===== src/hdl/hck_pkg.sv =====
// ----------------------------------------------------------------------------
// hck_pkg
// shared types and codes of the hex calculator key engine
// ----------------------------------------------------------------------------
package hck_pkg;

    localparam int WordBits = 32;

    typedef enum logic [1:0] {
        MODE_DIGIT = 2'd0,
        MODE_BKSP  = 2'd1,
        MODE_CLEAR = 2'd2,
        MODE_OPER  = 2'd3
    } mode_t;

    typedef enum logic [3:0] {
        OP_EQ  = 4'd0,
        OP_ADD = 4'd1,
        OP_SUB = 4'd2,
        OP_MUL = 4'd3,
        OP_AND = 4'd4,
        OP_OR  = 4'd5,
        OP_XOR = 4'd6,
        OP_SHL = 4'd7,
        OP_SHR = 4'd8,
        OP_DIV = 4'd9,
        OP_MOD = 4'd10
    } oper_t;

    typedef struct packed {
        logic       start;
        logic [3:0] op;
    } alu_ctl_t;

endpackage


===== src/hdl/hck_alu.sv =====
// ----------------------------------------------------------------------------
// hck_alu
// bit-serial arithmetic unit: one result bit or one operand bit per cycle
// ----------------------------------------------------------------------------
module hck_alu
    import hck_pkg::*;
(
    input  logic                clk,
    input  logic                rst_n,
    input  alu_ctl_t            ctl,
    input  logic [WordBits-1:0] a,
    input  logic [WordBits-1:0] b,
    output logic                done,
    output logic [WordBits-1:0] result
);

    localparam int CntBits = $clog2(WordBits + 1);

    typedef enum logic [2:0] {
        ST_IDLE = 3'b001,
        ST_RUN  = 3'b010,
        ST_DONE = 3'b100
    } st_t;

    st_t                 state_reg, state_next;
    logic [CntBits-1:0]  cnt_reg, cnt_next;
    logic [3:0]          op_reg, op_next;
    logic [WordBits-1:0] a_reg, a_next;     // shifts out lsb first (add/sub) or msb first (div)
    logic [WordBits-1:0] b_reg, b_next;
    logic [WordBits-1:0] acc_reg, acc_next; // result / quotient
    logic [WordBits:0]   rem_reg, rem_next; // remainder
    logic                carry_reg, carry_next;
    logic                big_shift;
    logic [WordBits:0]   rem_sh;
    logic [WordBits:0]   rem_sub;
    logic                s_bit, c_bit, bb;

    assign big_shift = (b >= WordBits'(WordBits));
    assign rem_sh    = {rem_reg[WordBits-1:0], a_reg[WordBits-1]};
    assign rem_sub   = rem_sh - {1'b0, b_reg};
    assign bb        = (op_reg == OP_SUB) ? ~b_reg[0] : b_reg[0];
    assign s_bit     = a_reg[0] ^ bb ^ carry_reg;
    assign c_bit     = (a_reg[0] & bb) | (carry_reg & (a_reg[0] ^ bb));

    always_comb
    begin
        state_next = state_reg;
        cnt_next   = cnt_reg;
        op_next    = op_reg;
        a_next     = a_reg;
        b_next     = b_reg;
        acc_next   = acc_reg;
        rem_next   = rem_reg;
        carry_next = carry_reg;
        unique case (state_reg)
            ST_IDLE:
            begin
                if (ctl.start)
                begin
                    state_next = ST_RUN;
                    cnt_next   = CntBits'(WordBits);
                    op_next    = ctl.op;
                    a_next     = a;
                    b_next     = b;
                    acc_next   = '0;
                    rem_next   = '0;
                    carry_next = (ctl.op == OP_SUB);
                    // single-step operations finish without iteration
                    case (ctl.op)
                        OP_EQ:  begin acc_next = b;     state_next = ST_DONE; end
                        OP_AND: begin acc_next = a & b; state_next = ST_DONE; end
                        OP_OR:  begin acc_next = a | b; state_next = ST_DONE; end
                        OP_XOR: begin acc_next = a ^ b; state_next = ST_DONE; end
                        OP_ADD, OP_SUB, OP_MUL, OP_DIV, OP_MOD: ;
                        OP_SHL, OP_SHR:
                        begin
                            if (big_shift)
                            begin
                                acc_next   = '0;
                                state_next = ST_DONE;
                            end
                            else
                            begin
                                acc_next = a;
                                cnt_next = CntBits'(b);
                                if (b == '0)
                                    state_next = ST_DONE;
                            end
                        end
                        default: begin acc_next = '0; state_next = ST_DONE; end
                    endcase
                end
            end
            ST_RUN:
            begin
                cnt_next = cnt_reg - 1'b1;
                if (cnt_reg == CntBits'(1))
                    state_next = ST_DONE;
                case (op_reg)
                    OP_ADD, OP_SUB:
                    begin
                        acc_next   = {s_bit, acc_reg[WordBits-1:1]};
                        carry_next = c_bit;
                        a_next     = a_reg >> 1;
                        b_next     = b_reg >> 1;
                    end
                    OP_MUL:
                    begin
                        // a holds the shifted multiplicand, b is scanned lsb first
                        if (b_reg[0])
                            acc_next = acc_reg + a_reg;
                        a_next = a_reg << 1;
                        b_next = b_reg >> 1;
                    end
                    OP_SHL: acc_next = acc_reg << 1;
                    OP_SHR: acc_next = acc_reg >> 1;
                    default:
                    begin
                        // restoring division, one quotient bit per cycle
                        a_next = a_reg << 1;
                        if (!rem_sub[WordBits])
                        begin
                            rem_next = rem_sub;
                            acc_next = {acc_reg[WordBits-2:0], 1'b1};
                        end
                        else
                        begin
                            rem_next = rem_sh;
                            acc_next = {acc_reg[WordBits-2:0], 1'b0};
                        end
                    end
                endcase
            end
            ST_DONE:
            begin
                state_next = ST_IDLE;
            end
            default: state_next = ST_IDLE;
        endcase
    end

    always_ff @(posedge clk or negedge rst_n)
    begin
        if (!rst_n)
            state_reg <= ST_IDLE;
        else
            state_reg <= state_next;
    end

    always_ff @(posedge clk)
    begin
        cnt_reg   <= cnt_next;
        op_reg    <= op_next;
        a_reg     <= a_next;
        b_reg     <= b_next;
        acc_reg   <= acc_next;
        rem_reg   <= rem_next;
        carry_reg <= carry_next;
    end

    assign done = (state_reg == ST_DONE);

    always_comb
    begin
        if ((op_reg == OP_DIV || op_reg == OP_MOD) && b_reg == '0)
            result = '1;
        else if (op_reg == OP_MOD)
            result = rem_reg[WordBits-1:0];
        else
            result = acc_reg;
    end

endmodule


===== src/hdl/hex_calculator_key_engine.sv =====
// ----------------------------------------------------------------------------
// hex_calculator_key_engine
// hexadecimal calculator keypress engine with a bit-serial arithmetic unit
// ----------------------------------------------------------------------------
// channel  dir  signals                                    payload
// s_axis   in   tvalid tready tdata[7:0] tuser[1:0]        digit, operator / mode
// m_axis   out  tvalid tready tdata[31:0] tuser            display / rejected
//
// digit, backspace and clear keys, and an operator key with no digit entered
// since reset or the last operator, allow the result transfer in the cycle
// after the input transfer. other operator keys run through the serial unit:
// add/sub/mul/div/mod iterate over the operand bits, shifts iterate over the
// shift count (no iteration for a count of 32 or more), and/or/xor/equals
// and unknown codes finish without iteration.
// one key at a time; s_axis_tready returns in the cycle after the result
// transfer and a stalled result holds it low.
// rst_n clears the entry, operand and pending operator asynchronously.
// ----------------------------------------------------------------------------
module hex_calculator_key_engine
    import hck_pkg::*;
(
    input  logic        clk,
    input  logic        rst_n,
    input  logic        s_axis_tvalid,
    output logic        s_axis_tready,
    input  logic [7:0]  s_axis_tdata,   // digit[3:0], operator[7:4]
    input  logic [1:0]  s_axis_tuser,   // mode[1:0]
    output logic        m_axis_tvalid,
    input  logic        m_axis_tready,
    output logic [31:0] m_axis_tdata,   // display[31:0]
    output logic        m_axis_tuser    // rejected
);

    typedef enum logic [2:0] {
        ST_IDLE = 3'b001,
        ST_ALU  = 3'b010,
        ST_OUT  = 3'b100
    } st_t;

    st_t                 state_reg;
    logic [WordBits-1:0] entry_reg;
    logic [WordBits-1:0] first_reg;
    logic [3:0]          pend_reg;
    logic                newnum_reg;
    logic                rej_reg;
    logic                in_xfer;
    logic [1:0]          mode;
    logic [3:0]          digit;
    logic [3:0]          oper;
    alu_ctl_t            alu_ctl;
    logic                alu_done;
    logic [WordBits-1:0] alu_result;
    logic [WordBits-1:0] dig_base;

    assign mode  = s_axis_tuser;
    assign digit = s_axis_tdata[3:0];
    assign oper  = s_axis_tdata[7:4];

    assign s_axis_tready = (state_reg == ST_IDLE);
    assign in_xfer       = s_axis_tvalid && s_axis_tready;
    assign m_axis_tvalid = (state_reg == ST_OUT);
    assign m_axis_tdata  = entry_reg[31:0];
    assign m_axis_tuser  = rej_reg;

    assign alu_ctl.start = in_xfer && (mode == MODE_OPER) && !newnum_reg;
    assign alu_ctl.op    = pend_reg;
    assign dig_base      = newnum_reg ? '0 : entry_reg;

    hck_alu u_alu (
        .clk    (clk),
        .rst_n  (rst_n),
        .ctl    (alu_ctl),
        .a      (first_reg),
        .b      (entry_reg),
        .done   (alu_done),
        .result (alu_result)
    );

    always_ff @(posedge clk or negedge rst_n)
    begin
        if (!rst_n)
        begin
            state_reg  <= ST_IDLE;
            entry_reg  <= '0;
            first_reg  <= '0;
            pend_reg   <= OP_EQ;
            newnum_reg <= 1'b1;
            rej_reg    <= 1'b0;
        end
        else
        begin
            unique case (state_reg)
                ST_IDLE:
                begin
                    if (in_xfer)
                    begin
                        rej_reg   <= 1'b0;
                        state_reg <= ST_OUT;
                        unique case (mode)
                            MODE_DIGIT:
                            begin
                                if (newnum_reg)
                                    first_reg <= entry_reg;
                                newnum_reg <= 1'b0;
                                if (dig_base[WordBits-1:WordBits-4] == 4'd0)
                                    entry_reg <= {dig_base[WordBits-5:0], digit};
                                else
                                begin
                                    entry_reg <= dig_base;
                                    rej_reg   <= 1'b1;
                                end
                            end
                            MODE_BKSP:  entry_reg <= entry_reg >> 4;
                            MODE_CLEAR: entry_reg <= '0;
                            default:
                            begin
                                if (!newnum_reg)
                                    state_reg <= ST_ALU;
                                newnum_reg <= 1'b1;
                                pend_reg   <= oper;
                            end
                        endcase
                    end
                end
                ST_ALU:
                begin
                    if (alu_done)
                    begin
                        entry_reg <= alu_result;
                        state_reg <= ST_OUT;
                    end
                end
                ST_OUT:
                begin
                    if (m_axis_tready)
                        state_reg <= ST_IDLE;
                end
                default: state_reg <= ST_IDLE;
            endcase
        end
    end

    a_out_hold: assert property (@(posedge clk) disable iff (!rst_n)
        m_axis_tvalid && !m_axis_tready |=> m_axis_tvalid && $stable(m_axis_tdata))
        else $error("result changed while stalled");
    a_no_accept_busy: assert property (@(posedge clk) disable iff (!rst_n)
        state_reg != ST_IDLE |-> !s_axis_tready)
        else $error("key accepted while busy");
    a_rej_digit: assert property (@(posedge clk) disable iff (!rst_n)
        in_xfer && mode != MODE_DIGIT |=> !rej_reg)
        else $error("reject flag on non-digit key");

endmodule

===== config.mk =====
export PLATFORM = sky130hd
export DESIGN_NAME = hex_calculator_key_engine
export DESIGN_NICKNAME = d
export VERILOG_FILES = /design/src/hdl/hck_pkg.sv /design/src/hdl/hck_alu.sv /design/src/hdl/hex_calculator_key_engine.sv
export SDC_FILE = /design/constraint.sdc
export NUM_CORES = 1
export LEC_CHECK = 0
export BUFFER_PORTS_ARGS = -buffer_cell sky130_fd_sc_hd__buf_2
export CAP_MARGIN = 10
export CELL_PAD_IN_SITES_DETAIL_PLACEMENT = 1
export CELL_PAD_IN_SITES_GLOBAL_PLACEMENT = 1
export CORE_MARGIN = 5
export CORE_UTILIZATION = 49
export CTS_CLUSTER_SIZE = 10
export DETAILED_ROUTE_END_ITERATION = 12
export GPL_TIMING_DRIVEN = 0
export HOLD_SLACK_MARGIN = 0.06
export PLACE_DENSITY_LB_ADDON = 0.1
export SLEW_MARGIN = 15
export SYNTH_ARGS = -nofsm -noshare
export SYNTH_HDL_FRONTEND = slang
export SYNTH_SLANG_ARGS = --single-unit

===== constraint.sdc =====
create_clock -name clk -period 6.05 [get_ports clk]
set_input_delay 0.9075 -clock clk [delete_from_list [all_inputs] [get_ports clk]]
set_output_delay 0.9075 -clock clk [all_outputs]
set_load 0.005 [all_outputs]

# == Yosys cells after proc, flatten, opt, wreduce, memory -nomap -nowiden ==
# Cells that the tools add are included.
# W data, S select, Z words.
# classes
addsub,3
magnitude_cmp,1
n_eq_ne,38
n_mux,48
bitwise,11
n_reduce_logical,35
# op_table
operator,n
$mux W32,15
$pmux W32 S2,6
$pmux W32 S5,1
$pmux W32 S4,1
$pmux W32 S3,1
$logic_not A32 Y1,2
$sub A33 B32 Y33,1
$add A32 B32 Y32,1
$and A32 B32 Y32,1
$ge A32 B6 Y1 const B,1
$or A32 B32 Y32,1
$xor A32 B32 Y32,1
$mux W3,9
$eq A4 B4 Y1 const B,6
$reduce_and A3 Y1,8
$eq A4 B3 Y1 const B,5
$mux W6,3
$eq A4 B2 Y1 const B,4
$pmux W3 S2,2
$pmux W6 S2,1
$ne A2 B2 Y1 const B,5
$reduce_or A5 Y1,2
$pmux W3 S3,1
$eq A4 B1 Y1 const B,2
26 further kinds,56
# word_totals
regBits,215
inputBits,14

# == Depth between registers and ports, before layout ==
# Gate-level depths: netlist of the first run.
# depth
ltp_word,7
mapped_depth,15
ltp_nobuf,13

# == Hierarchy ==
# From an unflattened synthesis of the first run, not the netlist that was laid out.
# hier_totals
hier_cells,1961
hier_area_um2,17202.7
# by_module_without_submodules
module,instances,cells_per_inst,area_per_inst_um2,seq_area_each_um2
hck_alu,1,1625,13465.4,4250.3
hex_calculator_key_engine,1,336,3737.3,1829.3

# == Worst setup path after synthesis of the first run ==
# Ideal clock, no wire load.
# synth_path
path_type,register to register
from,register u_alu.state_reg[1]
to,"register u_alu.b_reg[0], enable pin"
setup_ps,511
arrival_ps,4393
required_time_ps,5539
setup_slack_ps,1146
path_stages_with_launch,6
path_buffers,2
synth_period_minus_slack_ps,4904
cell_sequence,dfrtp_1 -> nor2b_1 -> nand2b_1 -> clkbuf_1 -> clkbuf_1 -> o41ai_1
# synth_between
elab_chain_len,3
elab_cells_between_ends,6
# synth_rtl
item,line_no,text
"start, declared",hck_alu.sv:25,"st_t state_reg, state_next;"
"start signal, assigned",hck_alu.sv:147,state_reg <= state_next;
$eq A3 B2 Y1 / $eq A3 B1 Y1 (equally long branches),hck_alu.sv:55,unique case (state_reg)
$ne A2 B2 Y1 (no source line) / $reduce_bool A2 Y1 (equally long branches),n/a,
$reduce_and A3 Y1 (no source line) (*),n/a,
"end signal, assigned",hck_alu.sv:155,b_reg <= b_next;
"end, declared",hck_alu.sv:29,"logic [WordBits-1:0] b_reg, b_next;"
# Mark *: on every way between the ends. The rest lies on a longest branch, timed or not.
# A chain may end at the register's enable or synchronous reset.

# == Final worst setup path of the first run ==
# layout_path
from,register u_alu.b_reg[0]
to,register u_alu.rem_reg[6] (data pin)
# layout_between
elab_chain_len,4
# layout_rtl
item,line_no,text
$sub A33 B32 Y33,hck_alu.sv:40,"assign rem_sub = rem_sh - {1'b0, b_reg};"
$mux W32,hck_alu.sv:121,if (!rem_sub[WordBits])
$mux W32,hck_alu.sv:99,case (op_reg)
$pmux W32 S2,hck_alu.sv:55,
"end signal, assigned",hck_alu.sv:157,rem_reg <= rem_next;
"end, declared",hck_alu.sv:31,"logic [WordBits:0] rem_reg, rem_next;"
# No other way between the ends. The select of a mux whose other input is x is not followed.

==> results of run 1 <==
## worst max-delay path by stage
stage / startpoint / endpoint / slack [ns] / depth (start not counted)
floorplan: u_alu.state_reg[1] / u_alu.b_reg[0] / 1.15 / 5
global placement: u_alu.state_reg[1] / u_alu.b_reg[8] / -1.35 / 5
detailed placement: u_alu.b_reg[0] / u_alu.rem_reg[6] / 2.07 / 14
CTS: u_alu.b_reg[0] / u_alu.rem_reg[6] / 2.05 / 14
global route: u_alu.state_reg[1] / u_alu.b_reg[8] / 1.86 / 9
finish: u_alu.b_reg[0] / u_alu.rem_reg[6] / 1.99 / 14
## layout make-up
cell class,instances,area (sq um),share of cell area
Buffer,115,489.2,0.02711
Tap cell,442,553.0,0.03065
Sequential cell,215,6080,0.3369
Timing Repair Buffer,58,372.9,0.02066
Multi-Input combinational cell,1420,9193,0.5094
Inverter,124,465.4,0.02579
Clock buffer,45,835.8,0.04631
Clock inverter,7,57.56,0.003189
## worst register-to-register path: stages (launching register included)
cell	delay, ns
edfxtp_1	0.58
ha_1	0.33
fa_1	0.40
nand2b_1	0.18
a21o_1	0.19
a211oi_2	0.23
o21ai_2	0.13
a211o_1	0.36
a21o_1	0.26
a211o_1	0.31
nand3_2	0.10
buf_8	0.19
buf_8	0.20
mux2i_1	0.26
nor2_1	0.06
## cell families (layout without fill, tap and decap cells)
logic type / count (synthesis) / after routing / synth area share
and+or+nand+nor: 551 / 551 / 0.1460
buffers and inverters: 239 / 349 / 0.05899
DFF: 215 / 215 / 0.3756
adders and majority gates: 138 / 138 / 0.1079
muxes: 63 / 63 / 0.03951
AOI/OAI and AO/OA: 609 / 609 / 0.2400
xor gates and xnor gates: 59 / 59 / 0.03193
## cell usage after synthesis, types with 4 or more instances
master | instances | area share
a222oi_1 | 12 | 0.0074
ha_1 | 134 | 0.10
and2_1 | 6 | 0.0023
a211oi_2 | 4 | 0.0031
mux2_2 | 7 | 0.0049
edfxtp_1 | 139 | 0.26
nor4_1 | 15 | 0.0058
a211o_1 | 7 | 0.0038
a22o_1 | 10 | 0.0054
o21a_1 | 9 | 0.0042
nand3_1 | 40 | 0.012
nand3b_1 | 4 | 0.0019
a22oi_1 | 47 | 0.022
nor3_1 | 22 | 0.0068
o221ai_1 | 4 | 0.0022
o2111ai_1 | 4 | 0.0022
o31ai_1 | 4 | 0.0019
buf_2 | 6 | 0.0019
o21bai_1 | 6 | 0.0028
nor2b_1 | 10 | 0.0039
clkbuf_1 | 99 | 0.023
xnor2_1 | 36 | 0.019
dfrtp_1 | 73 | 0.11
nand4_1 | 9 | 0.0035
a311oi_1 | 22 | 0.012
o21ai_0 | 192 | 0.059
nand2_1 | 290 | 0.067
inv_1 | 124 | 0.029
and3_1 | 7 | 0.0027
a21o_1 | 57 | 0.026
nand2b_1 | 18 | 0.0070
a31oi_1 | 33 | 0.013
buf_1 | 6 | 0.0014
a21oi_1 | 127 | 0.039
xor2_1 | 23 | 0.012
mux2i_1 | 56 | 0.035
o22ai_1 | 9 | 0.0035
a211oi_1 | 6 | 0.0028
nor2_1 | 119 | 0.028
o211ai_1 | 14 | 0.0065
a221oi_1 | 15 | 0.0081
## placed cells by master, fill, tap and decap left out, types with 36 or more instances in the layout
master | Yosys | final
nor2_1 | 119 | 117
mux2i_1 | 56 | 56
edfxtp_1 | 139 | 139
nand2_1 | 290 | 290
inv_1 | 124 | 124
a22oi_1 | 47 | 47
a21oi_1 | 127 | 127
a21o_1 | 57 | 57
dfrtp_1 | 73 | 73
o21ai_0 | 192 | 192
clkbuf_1 | 99 | 110
buf_2 | 6 | 58
nand3_1 | 40 | 40
xnor2_1 | 36 | 36
ha_1 | 134 | 134
## stage by stage
| step | hold slack (ns) | setup WS [ns] |
|---|---|---|
| final | 0.2998 | 1.990 |
| after global routing | 0.3149 | 1.856 |
| after floorplan | 0.4231 | 1.146 |
| after detailed placement | 0.4579 | 2.069 |
| after global placement | 0.4415 | -1.347 |
| after CTS | 0.3001 | 2.047 |
## power by group through the flow
| stage | sequential [uW] | clock, uW | combinational (uW) |
|---|---|---|---|
| after floorplan | 2020 | 0 | 1190 |
| after global placement | 2140 | 0 | 1760 |
| after detailed placement | 2150 | 0 | 1850 |
| after CTS | 2120 | 1660 | 1880 |
| after global routing | 2150 | 1720 | 2090 |
| final | 2140 | 1660 | 1940 |
## per-layer routing
metal / track usage / up-vias
li1: - / 6991
met1: 0.4677 / 7946
met2: 0.5551 / 798
met3: 0.07179 / 213
met4: 0.1630 / 0
met5: 0 / -
==> results.py, run 1 <==
metrics = {
    "outcome": {
        "status": "completed",
    },
    "die": {
        "core_sq_um": 32540,
        "fp.dieW_microns": 191.7,
        "die-area_sq_um": 36760,
        "fp.dieH_microns": 191.7,
        "io_pins": 49,
        "fp-row-count": 66,
        "start_util": 0.4974,
    },
    "timing": {
        "tightest_slew_ns": 1.195,
        "maxSlewViolCount": 0,
        "finalCriticalPeriod_ns": 4.060,
        "tns_ns": 0,
        "slew_headroom": 0.1975,
        "rsz0062_at_grt": "false",
        "finalHoldViolations": 0,
        "period_share": 0.6710,
        "fmax_ghz": 0.2463,
        "setup_viol": 0,
        "fin_skew_ns": 0.01490,
    },
    "power": {
        "ir_worst_vdd_mv": 0.2462,
        "power_frac_seq": 0.372,
        "p_switching_uw": 2330,
        "powerDensity_nw_per_um2": 317.8,
        "internal-power_uw": 3405,
        "sw_frac_of_total": 0.4062,
        "power_uw": 5735,
        "p_comb_frac": 0.338,
        "clkPwrFrac": 0.290,
        "p_leak_uw": 0.007492,
    },
    "critical_path": {
        "max_stage_delay_ns": 0.58,
        "cp_cell_sequence": "ha_1 > fa_1 > nand2b_1 > a21o_1 > a211oi_2 > o21ai_2 > a211o_1 > a21o_1 > a211o_1 > nand3_2 > buf_8 > buf_8 > mux2i_1 > nor2_1",
        "path_buf_inv": 2,
        "reg2reg_from": "u_alu.b_reg[0]",
        "start_kind": "flip-flop",
        "ff2ff_setup_slack_ns": 1.99,
        "path_max_fanout": 10,
        "crit_path_top_delay_cell": "edfxtp_1",
        "crit_type": "flip-flop to flip-flop",
        "crit_family": "compound AO/OA/AOI/OAI gates",
        "rr_worst_depth": 14,
        "reg2reg_to": "u_alu.rem_reg[6]",
        "end_kind": "flip-flop",
        "cp_data_arrival_time_ns": 4.34,
        "crit_required_ns": 6.33,
    },
    "grt": {
        "grt_usage": 0.3523,
        "antenna_found_initial": 1,
        "grt_max_degree": 51,
        "grt_overflow": 0,
        "grt_pass1_vias": 16420,
        "grt_pass1_wl_microns": 99200,
    },
    "placement": {
        "gp_congestion": 0.9631,
        "portBuffers": 48,
        "post-dp-hpwl_microns": 49970,
        "place_inst": 2374,
        "placed_area_sq_um": 17150,
    },
    "layout": {
        "n_antenna_cell": 0,
        "layout-drive-gt1-share": 0.06956,
        "syn2layout_area_growth_pct": 11.50,
        "final_util": 0.5546,
        "nFillCells": 3993,
        "fin_area_sq_um": 18050,
        "fin_nets": 2113,
        "stdcell_count": 2426,
    },
    "route": {
        "wl_met1_microns": 27080,
        "final_antenna_net_count": 0,
        "vias_per_cell": 6.574,
        "detail_route.wl_per_cell_microns": 26.99,
        "wl_met3_microns": 5544,
        "drc_errors": 0,
        "dr_wl_met2_microns": 28930,
        "wl_microns": 65470,
        "vias": 15950,
        "topRoutingLayerUsed": "met4",
        "drt_iter0_markers": 1453,
        "dr.pass1.iters": 6,
    },
    "clock_network": {
        "htreeDepth": 1,
        "cts_tree": "built",
        "cts_hold_buf": 0,
        "cts_max_path_buffers": 3,
        "cts_setup_buffers": 0,
        "clockRootBuffer": "clkbuf_16",
        "numCtsBuffers": 28,
        "clock-sinks": 215,
        "clkSlewWorstSetupHoldPaths_ns": 0.06,
        "insertion_delay_ns": 0.56,
        "cts-resized-gates": 0,
    },
    "yosys": {
        "synthArstFlopShare": 0.3535,
        "ys_seq_area_frac": 0.3756,
        "synth_nets": 2025,
        "avgSynthCellArea_sq_um": 8.636,
        "synth_edf_count": 139,
        "synth_seq_cells": 215,
        "syn_area_sq_um": 16180,
        "syn_inst": 1874,
        "yosys_warnings": 0,
        "yosysUniqueCellTypes": 69,
        "synthFlopType": "edfxtp_1",
    },
    "worst_hold_path": {
        "min-delay-path-class": "input pin to async pin",
    },
    "run": {
        "drv_cap": 0,
    },
}
No activity file was read; power rests on OpenSTA's default activity.
==> run 2, diff against run 1 <==
- ABC_AREA: not set -> 1
- CORE_UTILIZATION: 49 -> 47
- clock period: 6.05 -> 3.8 ns (I/O delays scaled with it)
==> results.py, run 2 <==
metrics = {
    "route": {
        "vias_per_cell": 5.900,
        "drc_errors": 0,
        "dr.pass1.iters": 5,
        "final_antenna_net_count": 0,
        "vias": 20040,
        "wl_microns": 80170,
        "detail_route.wl_per_cell_microns": 23.61,
        "drt_iter0_markers": 1597,
    },
    "timing": {
        "maxSlewViolCount": 0,
        "slew_headroom": 0.4337,
        "tns_ns": 0,
        "fin_skew_ns": 0.01685,
        "finalCriticalPeriod_ns": 3.430,
        "timing.hold.ws_ns": 0.3077,
        "rsz0062_at_grt": "false",
        "setup_viol": 0,
        "finalHoldViolations": 0,
        "tightest_slew_ns": 0.8495,
        "fmax_ghz": 0.2915,
        "period_share": 0.9027,
    },
    "die": {
        "fp.dieW_microns": 207.8,
        "fp-row-count": 72,
        "io_pins": 49,
        "core_sq_um": 38650,
        "fp.dieH_microns": 207.8,
        "die-area_sq_um": 43170,
        "start_util": 0.4758,
    },
    "critical_path": {
        "cp-startpoint": "u_alu.a_reg[31]",
        "crit_family": "simple AND/OR/NAND/NOR gates",
        "crit_path_frequent_cell": "nand2_1",
        "crit_path_top_delay_cell": "edfxtp_1",
        "path_max_fanout": 10,
        "start_kind": "flip-flop",
        "reg2reg_from": "u_alu.a_reg[31]",
        "crit_required_ns": 4.11,
        "cp_data_arrival_time_ns": 3.74,
        "max_stage_delay_ns": 0.70,
        "crit_type": "flip-flop to flip-flop",
        "cp_cell_sequence": "inv_1 > ha_1 > fa_1 > nor2_1 > o21ai_0 > nand2_1 > nand2_1 > nand2_2 > nand2_2 > nand2_1 > nand2_1 > nand2_2 > buf_4 > nand2_1 > nand2_1 > nor2_1",
        "path_buf_inv": 2,
        "end_kind": "flip-flop",
    },
    "power": {
        "p_switching_uw": 5249,
        "p_comb_frac": 0.451,
        "powerDensity_nw_per_um2": 555.2,
        "p_leak_uw": 0.009752,
        "ir_worst_vdd_mv": 0.3580,
        "sw_frac_of_total": 0.4665,
        "internal-power_uw": 6002,
        "clkPwrFrac": 0.220,
        "power_frac_seq": 0.328,
    },
    "placement": {
        "portBuffers": 48,
        "gp_congestion": 1.009,
        "post-dp-hpwl_microns": 65360,
        "placed_area_sq_um": 19440,
    },
    "clock_network": {
        "clkSlewWorstSetupHoldPaths_ns": 0.06,
        "numCtsBuffers": 27,
        "cts_tree": "built",
        "cts-resized-gates": 0,
        "htreeDepth": 1,
        "clock-sinks": 215,
        "cts_max_path_buffers": 3,
        "insertion_delay_ns": 0.56,
        "cts_hold_buf": 1,
        "cts_setup_buffers": 0,
        "clockRootBuffer": "clkbuf_16",
    },
    "yosys": {
        "synth_common_cells": "nand2_1 (779), inv_1 (401), nor2_1 (319), o21ai_0 (302), nand3_1 (188)",
        "synthFlopType": "edfxtp_1",
        "avgSynthCellArea_sq_um": 6.628,
        "yosysUniqueCellTypes": 47,
        "syn_inst": 2774,
        "syn_area_sq_um": 18390,
        "synth_most_common_cell": "nand2_1",
        "synthArstFlopShare": 0.3535,
        "synth_area_leader_cell": "edfxtp_1",
        "synth_seq_cells": 215,
        "synth_area_leaders": "edfxtp_1 (23%), nand2_1 (16%), dfrtp_1 (9.9%), ha_1 (9.1%), o21ai_0 (8.2%)",
        "yosys_warnings": 0,
        "ys_seq_area_frac": 0.3307,
        "synth_edf_count": 139,
        "synth_top_area_share": 0.2270,
        "synth_nets": 2925,
    },
    "run": {
        "drv_cap": 0,
    },
    "layout": {
        "fin_nets": 3008,
        "layout-drive-gt1-share": 0.04899,
        "seqCellArea_sq_um": 6080,
        "syn2layout_area_growth_pct": 10.21,
        "most-common-layout-cells": "nand2_1 (779), inv_1 (401), nor2_1 (316)",
        "final_common_cell": "nand2_1",
        "fin_area_sq_um": 20260,
        "n_antenna_cell": 0,
        "nFillCells": 5216,
        "multi_input_area_sq_um": 10360,
    },
    "grt": {
        "grt_pass1_vias": 21100,
        "grt_pass1_wl_microns": 121100,
        "grt_max_degree": 54,
        "grt_usage": 0.3571,
        "antenna_found_initial": 1,
        "grt_overflow": 0,
    },
    "worst_hold_path": {
        "min_from": "s_axis_tdata[4]",
        "min-delay-path-class": "input pin to flip-flop",
    },
    "outcome": {
        "status": "completed",
    },
}
[run 2: routing by layer]
layer,vias to the layer above,part of all wire,global-route usage
li1,9231,-,-
met2,765,0.49,0.6406
met4,2,0.071,0.2068
met3,280,0.064,0.05229
met5,-,0.00021,0
met1,9759,0.38,0.4035
[run 2: per-stage QoR]
stage | total power, uW | setup slack [ns] | utilization | instances
finish | 11250 | 0.3696 | 0.5243 | 3396
global route | 11830 | 0.2301 | 0.5243 | 3396
CTS | 11070 | 0.4171 | 0.5243 | 3396
detailed placement | 8574 | 0.4477 | 0.5030 | 3345
global placement | 8297 | -1.004 | 0.4987 | 3340
floorplan | 6551 | 0.5246 | - | 2774
[run 2: cells by family after synthesis]
| kind of cell | synth area share |
|---|---|
| fa+ha+maj | 0.09445 |
| xor+xnor | 0.008098 |
| simple gates | 0.3009 |
| flops | 0.3307 |
| buf+inv | 0.1078 |
| compound gates | 0.1570 |
| mux | 0.001157 |
[run 2: power groups by stage]
stage | Sequential (uW) | Clock (uW) | Combinational, uW
2_1_floorplan | 3500 | 0 | 3050
6_report | 3690 | 2480 | 5080
4_1_cts | 3670 | 2470 | 4930
3_3_place_gp | 3690 | 0 | 4610
5_1_grt | 3730 | 2570 | 5520
3_5_place_dp | 3710 | 0 | 4860
[run 2: layout make-up]
| cell class | count | area share |
|---|---|---|
| Timing Repair Buffer | 54 | 0.01889 |
| Tap cell | 518 | 0.03199 |
| Sequential cell | 215 | 0.3000 |
| Clock buffer | 45 | 0.03865 |
| Clock inverter | 5 | 0.001420 |
| Inverter | 405 | 0.07502 |
| Multi-Input combinational cell | 2045 | 0.5112 |
| Buffer | 109 | 0.02278 |
[run 2: worst paths after layout]
check                                    end  slack, ns  depth (start not counted)
min                              pend_reg[0]       0.31                          2
max in group asynchronous       first_reg[6]       2.66                          3
max reg2reg                u_alu.rem_reg[26]       0.37                         16
min in group asynchronous       state_reg[2]       0.49                          2
max                        u_alu.rem_reg[26]       0.37                         16
min reg2reg                  u_alu.op_reg[2]       0.53                          0
